`src/rtl/slcfp_pkg.sv`:
```
package slcfp_pkg;

    localparam int BYTE_W = 8;
    localparam int FLEN_W = 6;
    localparam int POS_W  = 5;
    // Holds a frame length up to the largest supported payload size.
    localparam int LEN_W  = 7;

    localparam int CFG_IDX_W = 1;
    localparam logic [CFG_IDX_W-1:0] CFG_SYNC_FIRST  = 1'b0;
    localparam logic [CFG_IDX_W-1:0] CFG_SYNC_SECOND = 1'b1;

    localparam logic [BYTE_W-1:0] SYNC_FIRST_RST  = 8'd170;
    localparam logic [BYTE_W-1:0] SYNC_SECOND_RST = 8'd85;

    // Accepted frame handed from the parser to the emitter.
    typedef struct packed {
        logic [BYTE_W-1:0] cmd;
        logic [LEN_W-1:0]  len;
        logic              bank;
    } t_frame_desc;

endpackage

```
`src/rtl/slcfp_ram.sv`:
```
module slcfp_ram #(
    parameter int WIDTH = 8,
    parameter int DEPTH = 64
) (
    input  logic                     i_clk,
    input  logic                     i_wr_en,
    input  logic [$clog2(DEPTH)-1:0] i_wr_addr,
    input  logic [WIDTH-1:0]         i_wr_data,
    input  logic                     i_rd_en,
    input  logic [$clog2(DEPTH)-1:0] i_rd_addr,
    output logic [WIDTH-1:0]         o_rd_data
);

    logic [WIDTH-1:0] r_mem [DEPTH];
    logic [WIDTH-1:0] r_rd_data;

    always_ff @(posedge i_clk) begin
        if (i_wr_en) begin
            r_mem[i_wr_addr] <= i_wr_data;
        end
        if (i_rd_en) begin
            r_rd_data <= r_mem[i_rd_addr];
        end
    end

    assign o_rd_data = r_rd_data;

endmodule

```
`src/rtl/slcfp_fifo.sv`:
```
module slcfp_fifo (
    input  logic                 i_clk,
    input  logic                 i_rst_n,
    input  logic                 i_push,
    input  slcfp_pkg::t_frame_desc i_desc,
    input  logic                 i_pop,
    output slcfp_pkg::t_frame_desc o_desc,
    output logic                 o_valid,
    output logic                 o_full
);
    import slcfp_pkg::*;

    // Two entries: one frame draining, one more parked behind it.
    t_frame_desc r_entry [2];
    logic        r_wr_ptr;
    logic        r_rd_ptr;
    logic [1:0]  r_count;

    always_ff @(posedge i_clk) begin
        if (i_push) begin
            r_entry[r_wr_ptr] <= i_desc;
        end
    end

    always_ff @(posedge i_clk) begin
        if (!i_rst_n) begin
            r_wr_ptr <= 1'b0;
            r_rd_ptr <= 1'b0;
            r_count  <= 2'd0;
        end else begin
            if (i_push) begin
                r_wr_ptr <= ~r_wr_ptr;
            end
            if (i_pop) begin
                r_rd_ptr <= ~r_rd_ptr;
            end
            case ({i_push, i_pop})
                2'b10:   r_count <= r_count + 2'd1;
                2'b01:   r_count <= r_count - 2'd1;
                default: r_count <= r_count;
            endcase
        end
    end

    assign o_desc  = r_entry[r_rd_ptr];
    assign o_valid = (r_count != 2'd0);
    assign o_full  = (r_count == 2'd2);

endmodule

```
`src/rtl/slcfp_front.sv`:
```
module slcfp_front #(
    parameter int MAX_PAYLOAD = 32,
    parameter int ADDR_W      = 6
) (
    input  logic                               i_clk,
    input  logic                               i_rst_n,
    input  logic                               i_cfg_valid,
    input  logic [slcfp_pkg::CFG_IDX_W-1:0]    i_cfg_index,
    input  logic [slcfp_pkg::BYTE_W-1:0]       i_cfg_data,
    input  logic                               i_accept,
    input  logic [slcfp_pkg::BYTE_W-1:0]       i_rx_byte,
    output logic                               o_wr_en,
    output logic [ADDR_W-1:0]                  o_wr_addr,
    output logic [slcfp_pkg::BYTE_W-1:0]       o_wr_data,
    output logic                               o_desc_push,
    output slcfp_pkg::t_frame_desc             o_desc
);
    import slcfp_pkg::*;

    localparam int IDX_W = ADDR_W - 1;

    typedef enum logic [2:0] {
        PH_SYNC1 = 3'd0,
        PH_SYNC2 = 3'd1,
        PH_CMD   = 3'd2,
        PH_LEN   = 3'd3,
        PH_DATA  = 3'd4,
        PH_SUM   = 3'd5
    } t_phase;

    t_phase             r_phase, n_phase;
    logic [BYTE_W-1:0]  r_cmd, n_cmd;
    logic [LEN_W-1:0]   r_len, n_len;
    logic [LEN_W-1:0]   r_fill, n_fill;
    logic [BYTE_W-1:0]  r_sum, n_sum;
    logic               r_bank, n_bank;
    logic [BYTE_W-1:0]  r_sync_first;
    logic [BYTE_W-1:0]  r_sync_second;
    logic [LEN_W-1:0]   fill_inc;
    logic               push;

    always_ff @(posedge i_clk) begin
        if (!i_rst_n) begin
            r_sync_first  <= SYNC_FIRST_RST;
            r_sync_second <= SYNC_SECOND_RST;
        end else if (i_cfg_valid) begin
            case (i_cfg_index)
                CFG_SYNC_FIRST:  r_sync_first  <= i_cfg_data;
                CFG_SYNC_SECOND: r_sync_second <= i_cfg_data;
                default:         r_sync_first  <= r_sync_first;
            endcase
        end
    end

    assign fill_inc = r_fill + LEN_W'(1);

    always_comb begin
        n_phase = r_phase;
        n_cmd   = r_cmd;
        n_len   = r_len;
        n_fill  = r_fill;
        n_sum   = r_sum;
        n_bank  = r_bank;
        push    = 1'b0;
        if (i_accept) begin
            case (r_phase)
                PH_SYNC1: begin
                    if (i_rx_byte == r_sync_first) begin
                        n_phase = PH_SYNC2;
                    end
                end
                PH_SYNC2: begin
                    if (i_rx_byte == r_sync_second) begin
                        n_phase = PH_CMD;
                    end else if (i_rx_byte != r_sync_first) begin
                        n_phase = PH_SYNC1;
                    end
                end
                PH_CMD: begin
                    n_cmd   = i_rx_byte;
                    n_sum   = i_rx_byte;
                    n_phase = PH_LEN;
                end
                PH_LEN: begin
                    n_fill = '0;
                    if (i_rx_byte > BYTE_W'(MAX_PAYLOAD)) begin
                        // oversize: drop the frame, byte is not a sync candidate
                        n_phase = PH_SYNC1;
                        n_cmd   = '0;
                        n_len   = '0;
                        n_sum   = '0;
                    end else begin
                        n_sum   = r_sum + i_rx_byte;
                        n_len   = LEN_W'(i_rx_byte);
                        n_phase = (i_rx_byte == '0) ? PH_SUM : PH_DATA;
                    end
                end
                PH_DATA: begin
                    n_fill = fill_inc;
                    n_sum  = r_sum + i_rx_byte;
                    if (fill_inc >= r_len) begin
                        n_phase = PH_SUM;
                    end
                end
                PH_SUM: begin
                    n_phase = PH_SYNC1;
                    n_cmd   = '0;
                    n_len   = '0;
                    n_fill  = '0;
                    n_sum   = '0;
                    if (i_rx_byte == r_sum) begin
                        push   = 1'b1;
                        n_bank = ~r_bank;
                    end else if (i_rx_byte == r_sync_first) begin
                        // bad checksum that doubles as a new first sync byte
                        n_phase = PH_SYNC2;
                    end
                end
                default: begin
                    n_phase = PH_SYNC1;
                    n_cmd   = '0;
                    n_len   = '0;
                    n_fill  = '0;
                    n_sum   = '0;
                end
            endcase
        end
    end

    always_ff @(posedge i_clk) begin
        if (!i_rst_n) begin
            r_phase <= PH_SYNC1;
            r_cmd   <= '0;
            r_len   <= '0;
            r_fill  <= '0;
            r_sum   <= '0;
            r_bank  <= 1'b0;
        end else begin
            r_phase <= n_phase;
            r_cmd   <= n_cmd;
            r_len   <= n_len;
            r_fill  <= n_fill;
            r_sum   <= n_sum;
            r_bank  <= n_bank;
        end
    end

    assign o_wr_en     = i_accept && (r_phase == PH_DATA);
    assign o_wr_addr   = {r_bank, r_fill[IDX_W-1:0]};
    assign o_wr_data   = i_rx_byte;
    assign o_desc_push = push;
    assign o_desc      = '{cmd: r_cmd, len: r_len, bank: r_bank};

endmodule

```
`src/rtl/slcfp_back.sv`:
```
module slcfp_back #(
    parameter int ADDR_W = 6
) (
    input  logic                           i_clk,
    input  logic                           i_rst_n,
    input  slcfp_pkg::t_frame_desc         i_desc,
    input  logic                           i_desc_valid,
    output logic                           o_desc_pop,
    output logic                           o_rd_en,
    output logic [ADDR_W-1:0]              o_rd_addr,
    input  logic [slcfp_pkg::BYTE_W-1:0]   i_rd_data,
    input  logic                           i_pop,
    output logic                           o_empty,
    output logic [slcfp_pkg::BYTE_W-1:0]   o_frame_command,
    output logic [slcfp_pkg::FLEN_W-1:0]   o_frame_length,
    output logic [slcfp_pkg::POS_W-1:0]    o_byte_position,
    output logic [slcfp_pkg::BYTE_W-1:0]   o_payload_value,
    output logic                           o_last
);
    import slcfp_pkg::*;

    localparam int IDX_W = ADDR_W - 1;

    typedef enum logic {
        B_IDLE,
        B_LOAD
    } t_bstate;

    t_bstate            r_state, n_state;
    logic [LEN_W-1:0]   r_k, n_k;
    logic [LEN_W-1:0]   k_inc;
    logic               out_free;
    logic               load;
    logic               last_now;
    logic               empty_frame;

    logic               r_out_valid;
    logic [BYTE_W-1:0]  r_cmd;
    logic [FLEN_W-1:0]  r_flen;
    logic [POS_W-1:0]   r_pos;
    logic [BYTE_W-1:0]  r_val;
    logic               r_last;

    assign k_inc       = r_k + LEN_W'(1);
    assign out_free    = !r_out_valid || i_pop;
    assign empty_frame = (i_desc.len == '0);
    assign last_now    = empty_frame || (k_inc == i_desc.len);

    always_comb begin
        n_state    = r_state;
        n_k        = r_k;
        load       = 1'b0;
        o_desc_pop = 1'b0;
        o_rd_en    = 1'b0;
        o_rd_addr  = {i_desc.bank, r_k[IDX_W-1:0]};
        case (r_state)
            B_IDLE: begin
                if (i_desc_valid) begin
                    o_rd_en = !empty_frame;
                    n_state = B_LOAD;
                end
            end
            B_LOAD: begin
                if (out_free) begin
                    load = 1'b1;
                    if (last_now) begin
                        o_desc_pop = 1'b1;
                        n_k        = '0;
                        n_state    = B_IDLE;
                    end else begin
                        // fetch the next byte while this one goes out
                        n_k       = k_inc;
                        o_rd_en   = 1'b1;
                        o_rd_addr = {i_desc.bank, k_inc[IDX_W-1:0]};
                    end
                end
            end
            default: begin
                n_state = B_IDLE;
                n_k     = '0;
            end
        endcase
    end

    always_ff @(posedge i_clk) begin
        if (!i_rst_n) begin
            r_state     <= B_IDLE;
            r_k         <= '0;
            r_out_valid <= 1'b0;
        end else begin
            r_state <= n_state;
            r_k     <= n_k;
            if (load) begin
                r_out_valid <= 1'b1;
            end else if (i_pop) begin
                r_out_valid <= 1'b0;
            end
        end
        if (load) begin
            r_cmd  <= i_desc.cmd;
            r_flen <= i_desc.len[FLEN_W-1:0];
            r_pos  <= r_k[POS_W-1:0];
            r_val  <= empty_frame ? '0 : i_rd_data;
            r_last <= last_now;
        end
    end

    assign o_empty         = !r_out_valid;
    assign o_frame_command = r_cmd;
    assign o_frame_length  = r_flen;
    assign o_byte_position = r_pos;
    assign o_payload_value = r_val;
    assign o_last          = r_last;

endmodule

```
`src/rtl/sync_length_checksum_frame_parser.sv`:
```
// Channel   | Handshake                 | Payload
// ----------+---------------------------+------------------------------------------
// rx in     | push / full               | i_rx_byte
// result    | empty / pop               | o_frame_command, o_frame_length,
//           |                           | o_byte_position, o_payload_value, o_last
// config    | i_cfg_valid / o_cfg_ready | i_cfg_index, i_cfg_data
//
// Received bytes are taken one per cycle while full is low; the parser never
// stalls on its own. An accepted frame comes out at one result per cycle, limited
// by pop, once its descriptor has passed the frame queue and the payload RAM read.
// full rises while two accepted frames wait to drain (both payload banks busy).
// Synchronous active-low reset; no clearing pass, the payload RAM is never read
// before it is written. Config writes always complete in the cycle they appear.
module sync_length_checksum_frame_parser #(
    parameter int MAX_PAYLOAD = 32
) (
    input  logic                              i_clk,
    input  logic                              i_rst_n,
    // rx byte request
    input  logic                              push,
    output logic                              full,
    input  logic [slcfp_pkg::BYTE_W-1:0]      i_rx_byte,
    // result request
    output logic                              empty,
    input  logic                              pop,
    output logic [slcfp_pkg::BYTE_W-1:0]      o_frame_command,
    output logic [slcfp_pkg::FLEN_W-1:0]      o_frame_length,
    output logic [slcfp_pkg::POS_W-1:0]       o_byte_position,
    output logic [slcfp_pkg::BYTE_W-1:0]      o_payload_value,
    output logic                              o_last,
    // config write request
    input  logic                              i_cfg_valid,
    output logic                              o_cfg_ready,
    input  logic [slcfp_pkg::CFG_IDX_W-1:0]   i_cfg_index,
    input  logic [slcfp_pkg::BYTE_W-1:0]      i_cfg_data
);
    import slcfp_pkg::*;

    // Payload RAM is split into two banks of 2**IDX_W entries each: the parser
    // fills one bank while the emitter drains the other.
    localparam int IDX_W  = (MAX_PAYLOAD > 1) ? $clog2(MAX_PAYLOAD) : 1;
    localparam int ADDR_W = IDX_W + 1;
    localparam int DEPTH  = 2 ** ADDR_W;

    logic              accept;
    logic              wr_en;
    logic [ADDR_W-1:0] wr_addr;
    logic [BYTE_W-1:0] wr_data;
    logic              rd_en;
    logic [ADDR_W-1:0] rd_addr;
    logic [BYTE_W-1:0] rd_data;
    logic              desc_push;
    logic              desc_pop;
    logic              desc_valid;
    t_frame_desc       desc_in;
    t_frame_desc       desc_head;

    assign accept      = push && !full;
    assign o_cfg_ready = 1'b1;

    // Front: sync hunt, header capture, checksum, payload write
    slcfp_front #(
        .MAX_PAYLOAD (MAX_PAYLOAD),
        .ADDR_W      (ADDR_W)
    ) u_front (
        .i_clk       (i_clk),
        .i_rst_n     (i_rst_n),
        .i_cfg_valid (i_cfg_valid),
        .i_cfg_index (i_cfg_index),
        .i_cfg_data  (i_cfg_data),
        .i_accept    (accept),
        .i_rx_byte   (i_rx_byte),
        .o_wr_en     (wr_en),
        .o_wr_addr   (wr_addr),
        .o_wr_data   (wr_data),
        .o_desc_push (desc_push),
        .o_desc      (desc_in)
    );

    slcfp_ram #(
        .WIDTH (BYTE_W),
        .DEPTH (DEPTH)
    ) u_payload_ram (
        .i_clk     (i_clk),
        .i_wr_en   (wr_en),
        .i_wr_addr (wr_addr),
        .i_wr_data (wr_data),
        .i_rd_en   (rd_en),
        .i_rd_addr (rd_addr),
        .o_rd_data (rd_data)
    );

    // Accepted-frame queue; when it is full both banks hold undrained frames
    slcfp_fifo u_desc_q (
        .i_clk   (i_clk),
        .i_rst_n (i_rst_n),
        .i_push  (desc_push),
        .i_desc  (desc_in),
        .i_pop   (desc_pop),
        .o_desc  (desc_head),
        .o_valid (desc_valid),
        .o_full  (full)
    );

    // Back: walks the frame's bank and drives the result register
    slcfp_back #(
        .ADDR_W (ADDR_W)
    ) u_back (
        .i_clk           (i_clk),
        .i_rst_n         (i_rst_n),
        .i_desc          (desc_head),
        .i_desc_valid    (desc_valid),
        .o_desc_pop      (desc_pop),
        .o_rd_en         (rd_en),
        .o_rd_addr       (rd_addr),
        .i_rd_data       (rd_data),
        .i_pop           (pop),
        .o_empty         (empty),
        .o_frame_command (o_frame_command),
        .o_frame_length  (o_frame_length),
        .o_byte_position (o_byte_position),
        .o_payload_value (o_payload_value),
        .o_last          (o_last)
    );

endmodule

```
`config.mk`:
```
export PLATFORM = sky130hd
export DESIGN_NAME = sync_length_checksum_frame_parser
export DESIGN_NICKNAME = d
export VERILOG_FILES = /design/src/rtl/slcfp_pkg.sv /design/src/rtl/slcfp_ram.sv /design/src/rtl/slcfp_fifo.sv /design/src/rtl/slcfp_front.sv /design/src/rtl/slcfp_back.sv /design/src/rtl/sync_length_checksum_frame_parser.sv
export SDC_FILE = /design/constraint.sdc
export NUM_CORES = 1
export LEC_CHECK = 0
export BUFFER_PORTS_ARGS = -buffer_cell sky130_fd_sc_hd__buf_4
export CAP_MARGIN = 25
export CORE_ASPECT_RATIO = 1.1
export CORE_UTILIZATION = 50
export DETAILED_ROUTE_END_ITERATION = 10
export PLACE_DENSITY = 0.68
export SYNTH_ARGS = -nofsm -noshare
export SYNTH_HDL_FRONTEND = slang
export SYNTH_HIERARCHICAL = 1
export SYNTH_SLANG_ARGS = --single-unit
```
`constraint.sdc`:
```
create_clock -name i_clk -period 4.1 [get_ports i_clk]
set_input_delay 0.205 -clock i_clk [delete_from_list [all_inputs] [get_ports i_clk]]
set_output_delay 0.205 -clock i_clk [all_outputs]
set_load 0.02 [all_outputs]
```
==> summary.txt <==
Cells and area
  • Filler cells: 3813
  • Commonest non-fill, non-tap cell in the layout: edfxtp_1
  • Area Overhead vs Synth: 17.0%
  • Area of the multi-input gates: 7130 um2
  • Final Cell Area: 30800 um2
  • Layout net count: 1753
  • Register area: 18700 um2
  • Most frequent cells in the layout: edfxtp_1 (580), buf_4 (196), mux4_2 (126), nor2_1 (99), nand2_1 (75)
  • # diodes: 0
  • Layout Utilization: 0.597
  • Share of layout cells above drive strength 1: 0.286

CTS
  • CTS clk-pin slew, worst paths: 0.07 ns
  • CTS max path bufs: 3
  • H-tree depth: 2
  • CTS tree: yes
  • CTS Buf Count: 59
  • TritonCTS Sinks: 644
  • Clock Tree Root: clkbuf_16
  • Skew-Pair Late Insertion Delay: 0.62 ns

Yosys
  • Most used DFF post-synth: edfxtp_1
  • Average cell area after synthesis: 17.3 um2
  • Syn Nets: 1560
  • Seq/Total Area, Yosys: 0.710
  • Yosys cell types: 75
  • Synthesis-stage register bit count: 644
  • Ys async rst share: 0
  • Post-synth EDFFs: 580
  • Post-Syn Instances: 1519
  • Synthesized cell area: 26300 um2
  • Yosys warns: 6

Timing
  • Period utilisation layout: 0.984
  • Post-Route Setup TNS: 0 ns
  • Endpoints failing setup: 0
  • Fmax achieved: 0.248 GHz
  • Worst clock skew: 0.0282 ns
  • Final period demand of the worst path: 4.04 ns
  • Max-slew violation count: 0
  • Relative slew slack: 0.392
  • Hold Fails Final Rpt: 0
  • Slew @ Worst Pin: 0.908 ns
  • Worst setup margin: 0.0638 ns

GRT
  • Largest net degree at the start of global routing: 73
  • Gr ovfl total: 0
  • Number of global-route vias before repair: 14600
  • Tot GR Track Use: 0.227
  • First-pass GRT wire length: 89.7 mm
  • Initial antenna violation count: 2

Setup path
  • Crit-path max cell delay: 0.50 ns
  • CP Launch Type: flip-flop
  • Critical Setup Path Class: reg -> reg
  • CP max FO: 6
  • R2R setup slack: 0.06 ns
  • Critical-path cell list: mux2_4 -> xnor2_2 -> xnor2_1 -> o211a_1 -> o2111ai_2 -> and2_4 -> ha_4 -> o21ai_4 -> buf_12 -> buf_12 -> buf_8 -> mux4_2 -> mux2_4 -> o221a_4 -> nor3_4 -> o32ai_2
  • Critical Path Sink Type: flip-flop
  • Crit path depth: 16
  • Buffers and inverters on the worst path: 3
  • Req. time, crit path: 4.45 ns
  • Crit path to: u_payload_ram/o_rd_data[4]$_DFFE_PP_
  • Reg2reg path depth: 16
  • Worst r2r dst: u_payload_ram/o_rd_data[4]$_DFFE_PP_
  • Data arrival time of the worst path: 4.39 ns
  • Slowest cell on the critical path: mux4_2
  • Cell family with most CP delay: multiplexers

Run status
  • Status: finished clean

Floorplanning
  • Rows: 87
  • Ports: 53
  • Die area: 53600 um2
  • Die X: 221 um
  • Starting density of the core: 0.510
  • Core area: 51600 um2
  • Die Y-Extent: 243 um

Placed design
  • Port-buffer cells: 51
  • Dpl ws: -0.397 ns
  • Final HPWL DP: 37.3 mm
  • GPL Wtd Cong: 0.853
  • DP Area: 28300 um2

Route
  • Wire length per cell: 24.5 um
  • Post-route ant nets: 0
  • DR vias/cell: 5.90
  • Routed via count: 14300
  • First-pass iteration count of the detailed router: 5
  • Routed WL: 59.5 mm
  • DRT iter0 DRCs: 1222
  • Drc violations: 0

Power and ir drop
  • Worst VDD drop: 0.311 mV
  • Total power: 13.1 mW
  • P_leak: 9.89 nW
  • PwrDens: 426 nW/um2

Job
  • Total of max-cap violations: 0

Hold path
  • Hold Crit Class: in -> reg
per-stage QoR:
step           hold slack (ns)  instances
3_3_place_gp             0.433       2287
4_1_cts                0.00103       2415
6_report                0.0458       2427
5_1_grt                 0.0461       2427
2_1_floorplan            0.323       1519
3_5_place_dp             0.433       2287
synth_stat cells, types with 7 or more instances:
master	n	area (um2)
buf_4	30	225
and2_1	16	100
mux2i_1	24	240
ha_1	18	225
o221ai_1	8	70.1
xnor2_1	23	201
nand3_1	45	225
a21oi_1	13	65.1
buf_2	23	115
nand2b_1	11	68.8
inv_1	20	75.1
nor2b_1	28	175
o21ai_1	7	35.0
dfxtp_1	64	1280
a22oi_1	20	150
nor2_1	100	375
nor3_1	17	85.1
xor2_1	21	184
mux4_2	126	2840
edfxtp_1	580	17400
a21boi_1	7	52.6
o21ai_0	26	130
clkbuf_1	34	128
mux2_2	30	338
nand4_1	11	68.8
a21boi_0	16	120
o22ai_1	8	50.1
nand2_1	75	282
worst min-delay path by stage:
| stage | from | to | slack (ns) | cells after the start |
|---|---|---|---|---|
| final | i_rst_n | u_front/r_sync_first[7]$_SDFFE_PN1P_ | 0.05 | 2 |
| after global routing | i_rst_n | u_front/r_sync_second[2]$_SDFFE_PN1P_ | 0.05 | 2 |
| after CTS | i_rst_n | u_front/r_sync_second[0]$_SDFFE_PN1P_ | 0.001 | 2 |
| after detailed placement | i_cfg_data[1] | u_front/r_sync_first[1]$_SDFFE_PN1P_ | 0.43 | 3 |
| after global placement | i_cfg_data[5] | u_front/r_sync_first[5]$_SDFFE_PN1P_ | 0.43 | 3 |
| after floorplan | i_rst_n | u_desc_q/r_wr_ptr$_SDFFE_PN0P_ | 0.32 | 1 |
metal layers:
layer	global-route usage	vias to the layer above	part of all wire
li1	-	6362	-
met1	0.309	7345	0.41
met2	0.357	499	0.48
met3	0.0479	117	0.065
met4	0.0919	4	0.043
met5	0	-	0.00054
worst register-to-register path, stage by stage (launching register included):
cell and delay [ns]:
dfxtp_4 0.38, mux2_4 0.33, xnor2_2 0.15, xnor2_1 0.20, o211a_1 0.18, o2111ai_2 0.14
and2_4 0.18, ha_4 0.22, o21ai_4 0.14, buf_12 0.15, buf_12 0.13, buf_8 0.13
mux4_2 0.51, mux2_4 0.29, o221a_4 0.28, nor3_4 0.26, o32ai_2 0.11
sequential cells by signal, indices dropped and copies added, names as in the netlist, 2 cells and up, named ones only:
| signal | cells |
|---|---|
| u_back/o_byte_position | 5 |
| u_back/o_frame_command | 8 |
| u_back/o_frame_length | 6 |
| u_back/o_payload_value | 8 |
| u_back/r_k | 7 |
| u_desc_q/r_count | 2 |
| u_desc_q/r_entry | 32 |
| u_front/r_cmd | 8 |
| u_front/r_fill | 7 |
| u_front/r_len | 7 |
| u_front/r_phase | 3 |
| u_front/r_sum | 8 |
| u_front/r_sync_first | 8 |
| u_front/r_sync_second | 8 |
| u_payload_ram/o_rd_data | 8 |
| u_payload_ram/r_mem | 512 |
report_power, final:
group / internal (mW) / leakage, nW / switching [mW]
registers: 7.14 / 5.70 / 0.00728
clock network: 3.39 / 0.986 / 2.38
logic: 0.0575 / 3.21 / 0.142
total: 10.6 / 9.89 / 2.53
timing repair:
action / in CTS / in global routing
endpoints found under the hold margin: 17 / 0
hold buffers: 18 / 0
gates cloned: 1 / 1
pin swaps: 2 / 8
setup buffers: 0 / 11
resized for setup: 14 / 24
setup endpoints to repair: 8 / 8
cell families after synthesis:
kind of cell    count (synthesis)  share of synthesized area
xor+xnor                       44                     0.0146
flops                         644                      0.710
buf+inv                       121                     0.0256
compound gates                163                     0.0442
other cells                     1                   0.000142
fa+ha+maj                      19                    0.00932
mux                           180                      0.130
simple gates                  347                     0.0659
cell type report:
type                       count  share of cell area
multi-input combinational    754               0.231
clock inverter                39              0.0158
tap                          667              0.0271
inverter                      21             0.00256
sequential                   644               0.608
clock buffer                  70              0.0503
timing repair buffer         232              0.0653
Note: power is estimated with default switching activity, not from simulation.
